[config.mk]
export PLATFORM = sky130hd
export DESIGN_NAME = oets_cell
export DESIGN_NICKNAME = d
export VERILOG_FILES = /design/src/hw/rtl/oets_pkg.sv /design/src/hw/rtl/oets_cell.sv
export SDC_FILE = /design/constraint.sdc
export NUM_CORES = 1
export LEC_CHECK = 0
export ABC_CLOCK_PERIOD_IN_PS = 10900
export BUFFER_PORTS_ARGS = -buffer_cell sky130_fd_sc_hd__buf_4
export CELL_PAD_IN_SITES_DETAIL_PLACEMENT = 1
export CELL_PAD_IN_SITES_GLOBAL_PLACEMENT = 2
export CORE_UTILIZATION = 31
export CTS_BUF_LIST = sky130_fd_sc_hd__clkbuf_16
export CTS_CLUSTER_DIAMETER = 40
export CTS_CLUSTER_SIZE = 24
export DETAILED_ROUTE_END_ITERATION = 8
export PLACE_DENSITY_LB_ADDON = 0.1
export SETUP_SLACK_MARGIN = 0.5
export SYNTH_ARGS = -nofsm -noshare
export SYNTH_HDL_FRONTEND = slang
export SYNTH_SLANG_ARGS = --single-unit
[constraint.sdc]
create_clock -name aclk -period 10.9 [get_ports aclk]
set_clock_uncertainty 0.1 [all_clocks]
set_input_delay 0.545 -clock aclk [delete_from_list [all_inputs] [get_ports aclk]]
set_output_delay 0.545 -clock aclk [all_outputs]
set_load 0.1 [all_outputs]
[src/hw/rtl/oets_pkg.sv]
`timescale 1ns / 1ps
// ----------------------------------------------------------------------------
// oets_pkg
// shared types and constants for the odd-even transposition sort unit
// ----------------------------------------------------------------------------
package oets_pkg;

    localparam int unsigned DATA_W = 32;

    typedef enum logic [1:0] {
        CELL_HOLD  = 2'd0,
        CELL_LOAD  = 2'd1,
        CELL_SORT  = 2'd2,
        CELL_DRAIN = 2'd3
    } cell_op_t;

    typedef struct packed {
        cell_op_t op;
        logic     phase;
    } cell_ctrl_t;

endpackage

[src/hw/rtl/oets_cell.sv]
`timescale 1ns / 1ps
// ----------------------------------------------------------------------------
// oets_cell
// one storage cell of the sorting row: shifts in on load, compare-exchanges
// with a neighbor on sort phases, shifts toward the output on drain
// ----------------------------------------------------------------------------
module oets_cell
    import oets_pkg::*;
(
    input  logic                      aclk,
    input  logic                      aresetn,
    input  cell_ctrl_t                ctrl,
    input  logic                      cell_odd,
    input  logic signed [DATA_W-1:0]  left_data,
    input  logic                      left_occ,
    input  logic                      left_gt,
    input  logic signed [DATA_W-1:0]  right_data,
    input  logic                      right_occ,
    output logic signed [DATA_W-1:0]  data_out,
    output logic                      occ_out,
    output logic                      gt_out
);

    logic signed [DATA_W-1:0] data_reg;
    logic signed [DATA_W-1:0] data_next;
    logic                     occ_reg;
    logic                     occ_next;
    logic                     lower;

    assign lower  = (cell_odd == ctrl.phase);
    assign gt_out = occ_reg && right_occ && (data_reg > right_data);

    always_comb begin
        data_next = data_reg;
        occ_next  = occ_reg;
        case (ctrl.op)
            CELL_LOAD: begin
                data_next = left_data;
                occ_next  = left_occ;
            end
            CELL_DRAIN: begin
                data_next = right_data;
                occ_next  = right_occ;
            end
            CELL_SORT: begin
                if (lower && gt_out) begin
                    data_next = right_data;
                end else if (!lower && left_gt) begin
                    data_next = left_data;
                end
            end
            default: begin
                data_next = data_reg;
                occ_next  = occ_reg;
            end
        endcase
    end

    always_ff @(posedge aclk) begin
        data_reg <= data_next;
    end

    always_ff @(posedge aclk) begin
        if (!aresetn) begin
            occ_reg <= 1'b0;
        end else begin
            occ_reg <= occ_next;
        end
    end

    assign data_out = data_reg;
    assign occ_out  = occ_reg;

endmodule

-- Yosys cells after proc, flatten, opt, wreduce, memory -nomap -nowiden
Cells that the tools add are included.
- word-level logic and storage cells: 20
- latch bits: 0
- RAM bits: 0
- bits in registers: 33
- bits of input ports: 73
- output and inout bits: 34
- memories kept: 0
- bits in read-only memories: 0
- order comparisons: 1
- bitwise logic cells: 0
- multiply operators: 0
- reductions and logical operators: 8
- divide/modulo/power cells: 0
- add/sub/neg operators: 0
- eq/ne operators: 5
- shift-type cells: 0
- multiplexer cells: 4
- operators by type and width (kind ; count):
    case mux 32 bit (3 select lines) ; 1
    2-to-1 mux 32 bit ; 2
    > comparator 32 bit ; 1
    == test 2 bit (second input constant) ; 2
    logical AND 1 bit ; 4
    inequality test 3 bit (second input constant) ; 1
    nonzero test 3 bit ; 1
    == test 2 x 1 -> 1 bit (second input constant) ; 1
    case mux 1 bit (2 select lines) ; 1
    AND reduction 2 bit ; 1
    nonzero test 2 bit ; 1
    == test 1 bit ; 1
    logical NOT 1 bit ; 1

-- Logic depth before layout (Yosys ltp)
- depth in word-level cells: 6
- mapped depth: 10
- depth with buffers taken out: 9

-- Worst setup path after synthesis
OpenSTA, ideal clock, no wires.
- kind: reg-to-reg
- from: reg data_reg[10] (netlist: data_out[10])
- to: reg data_reg[0] (netlist: data_out[0]) (enable)
- buffers on the path: 0
- required time: 10.289 ns
- data arrival time: 5.623 ns
- cell stages (with the launch flop): 9
- library setup time: 0.511 ns
- slack: 4.667 ns
- cells stage by stage: edfxtp_1 ha_1 a21oi_1 nand2_1 a221oi_1 o211ai_1 a31oi_1 xnor2_1 o41ai_1
- cells in the longest elaborated chain, start to end: 5
- ends and longest elaborated chain (what ; line ; RTL):
    start, declared ; oets_cell.sv:24 ; logic signed [DATA_W-1:0] data_reg;
    start signal, assigned ; oets_cell.sv:60 ; data_reg <= data_next;
    > comparator 32 bit ; oets_cell.sv:31 ; assign gt_out = occ_reg && right_occ && (data_reg > right_data);
    logical AND 1 bit ; oets_cell.sv:31 ;
    logical AND 1 bit ; oets_cell.sv:46 ; if (lower && gt_out) begin
    inequality test 3 bit (no line) ; - ;
    AND reduction 2 bit (no line) ; - ;
No other way between the ends.
A chain may end at the register's enable or synchronous reset.

-- Worst setup path after layout
- from: reg data_reg[31] (netlist: data_out[31])
- to: reg data_reg[25] (netlist: data_out[25]) (data pin)
- cells in the longest elaborated chain, start to end: 5
- ends and longest elaborated chain (what ; line ; RTL):
    > comparator 32 bit ; oets_cell.sv:31 ;
    logical AND 1 bit ; oets_cell.sv:31 ;
    logical AND 1 bit ; oets_cell.sv:46 ;
    2-to-1 mux 32 bit ; oets_cell.sv:46 ;
    case mux 32 bit (3 select lines) ; oets_cell.sv:36 ; case (ctrl.op)
    net data_next[25] ; oets_cell.sv:25 ; logic signed [DATA_W-1:0] data_next;
The timed path passes the listed nets, and every way through them passes these cells.

==> metrics.md <==
| Metric | Value |
|---|---|
| Run status | `finished clean` |
| CTS Sinks | `33` |
| Die area | `8150 sq um` |
| Final Hold Vio Count | `0` |
| GPL Wtd Cong | `0.690` |
| # IOs | `107` |
| DRC errors left | `0` |
| Area of the mapped netlist | `2420 sq um` |
| Worst-Margin Slew | `1.00 ns` |
| Grt total ovfl | `0` |
| Post-place instance area | `3330 sq um` |
| CTS tree | `done` |
| Tmin final | `3.81 ns` |
| Worst Min Path Start | `aresetn` |
| Post-Place Worst Slack | `6.74 ns` |
| CTS buffer count | `5` |
| Vias | `1,876` |
| Routed WL | `5.78 mm` |
| Post-synthesis sequential area ratio | `40.6%` |
| First-pass GRT wire length | `9.56 mm` |
| Antenna violations before repair | `0` |
| Power Internal | `0.298 mW` |
| Post-route ant nets | `0` |
| Maxcap violations | `0` |
| Mapped Cells | `198` |
| WL/cell | `14.1 um` |
| R2r endpoint | `data_out[25]` |
| Reg-to-reg slack, setup | `7.09 ns` |
| Drt pass-1 iters | `4` |
| Synth Register Bits | `33` |
| Slew headroom | `32.6%` |
| CP required | `10.82 ns` |
| Design Power | `0.474 mW` |
| Reg power frac | `33.9%` |
| Hold WC Path Type | `input pin to flop` |
| Clock root buffer master | `clkbuf_16` |
| Longest Clk Path Bufs | `2` |
| Setup bufs post-CTS | `0` |
| Critical path type | `flop to flop` |
| Hold Path End | `occ_out` |
| Vias in the first global route | `2,030` |
| CP max FO | `18` |
| IO Port Bufs | `106` |
| Combinational group share of total power | `38.8%` |
| Antenna Cells | `0` |
| Die width | `90.3 um` |
| Initial DRC count | `40` |
| Height of the die | `90.3 um` |
| Total Routing Usage GR | `14.8%` |
| Arrival @ worst endpoint | `3.73 ns` |
| Syn Nets | `303` |
| NetSw | `0.176 mW` |
| VDD IR max | `0.0555 mV` |
| Fmax | `0.262 GHz` |
| # rows | `31` |
| Final setup violation count | `0` |
| PnR worst setup slack | `7.09 ns` |
| Largest net degree at the start of global routing | `25` |
| DP HPWL | `4.75 mm` |
| Layout cells sized above 1 | `48.2%` |
| Most frequent cells in the layout | `108 x buf_4, 39 x inv_1, 32 x ha_1, 32 x edfxtp_1, 30 x mux2_4` |
| Clock Power Share | `27.3%` |
| H-tree depth | `2` |
| Final nets | `415` |
| Fin crit share | `35.0%` |
| CTS clock-pin slew for the worst setup and hold paths | `0.05 ns` |
| Hold Path Stages | `2` |
| Reg-to-Reg Start | `data_out[31]` |
| Area of the core | `7410 sq um` |
| Pwr dens | `137 nW/um^2` |
| Hold Slack | `0.414 ns` |
| Setup TNS | `0 ns` |
| Hold-fix buffers at CTS | `0` |
| Mean post-synth cell area | `12.2 sq um` |
| Clock latency on the worst-skew pair | `0.27 ns` |
| Commonest non-fill, non-tap cell in the layout | `buf_4` |
| Initial Util | `32.6%` |
| Crit start category | `flop` |
| Leak pwr | `1.72 nW` |
| Slew Viols, Final | `0` |
| Worst r2r path cells | `9` |
| YS warnings | `0` |
| Synth cell types | `33` |
| Sw Share | `37.1%` |
| Unrepaired setup endpoints after global routing | `false` |
| Non-Filler Cell Area, Final | `3470 sq um` |
| # resized after CTS | `0` |
| Crit. End Element | `flop` |
| Average vias per placed instance | `4.58` |
| Syn-to-layout area delta | `43.6%` |
==> layer usage <==
| metal | routed length (um) | track usage (%) | vias to the layer above |
|---|---|---|---|
| li1 | - | - | 954 |
| met1 | 2790 | 19.4 | 847 |
| met2 | 2540 | 23.7 | 69 |
| met3 | 399 | 4.63 | 6 |
| met4 | 52 | 3.23 | 0 |
| met5 | 0 | 0 | - |
==> power by group through the flow <==
stage          sequential [mW]  clock, mW  combinational [mW]
2_1_floorplan            0.240          0              0.0557
3_3_place_gp             0.163          0               0.185
3_5_place_dp             0.163          0               0.186
4_1_cts                  0.161      0.135               0.186
5_1_grt                  0.162      0.138               0.197
6_report                 0.161      0.130               0.184
==> synthesized netlist by cell type, drive strengths merged <==
cell type / instances / area share (%)
dfxtp: 1 / 0.83
a21o: 1 / 0.31
nor3: 3 / 0.62
o41ai: 1 / 0.36
o211a: 2 / 0.83
a211oi: 1 / 0.31
o21a: 1 / 0.31
xor2: 1 / 0.36
nand2: 6 / 0.93
xnor2: 1 / 0.36
a2111o: 1 / 0.47
o211ai: 3 / 1.1
mux2i: 1 / 0.41
inv: 36 / 5.6
edfxtp: 32 / 40
nand3: 4 / 0.83
buf: 3 / 1.4
nand4: 8 / 2.1
mux2: 32 / 20
o21ai: 4 / 0.83
nor2b: 1 / 0.26
a221oi: 1 / 0.36
a21oi: 15 / 3.3
a31oi: 3 / 1.0
nor2: 1 / 0.16
or4: 3 / 1.1
ha: 32 / 17
==> worst max-delay path by stage <==
stage / start / end / slack [ns] / cells after the start
after floorplan: data_out[10] / data_out[0] / 4.67 / 8
after global placement: right_data[31] / data_out[25] / 6.79 / 11
after detailed placement: right_data[31] / data_out[25] / 6.74 / 11
after CTS: data_out[31] / data_out[25] / 6.97 / 9
after global routing: data_out[31] / data_out[25] / 6.79 / 9
final: data_out[31] / data_out[25] / 7.09 / 9
==> critical path, stage by stage, from the launching register on <==
cell and delay, ns:
edfxtp_1 0.40, ha_1 0.36, nand4_1 0.17, nor3_1 0.10, a211oi_1 0.21, o21ai_1 0.16, or4_1 0.54, a31oi_4 0.66
buf_4 0.45, mux2_2 0.38
==> logic make-up (layout without fill, tap and decap cells) <==
family          Yosys count  after routing  synth area share [%]
fa+ha+maj                32             32                  16.6
flops                    33             33                  40.6
buf+inv                  39            152                  6.99
mux                      33             33                  20.0
xor+xnor                  2              2                 0.725
simple gates             26             26                  5.95
compound gates           33             33                  9.21
==> area by class of cell <==
cell class              count  area, sq um
inverters                  36          135
clock inverters             3         11.3
clock buffers               5          125
fillers                   815         3940
repair buffers            108          811
multi-input cells         126         1280
flip-flops and latches     33          981
well taps                  99          124
==> flip-flops by register name, summed over array words and instances, names as in the netlist <==
register / count
data_out: 32
occ_out: 1
==> metrics by stage <==
| step | utilization (%) | std cells |
|---|---|---|
| after floorplan | - | 198 |
| after global placement | 45.0 | 402 |
| after detailed placement | 45.0 | 402 |
| after CTS | 46.9 | 410 |
| after global routing | 46.9 | 410 |
| final | 46.9 | 410 |
Power figures use the tool's default switching activity.
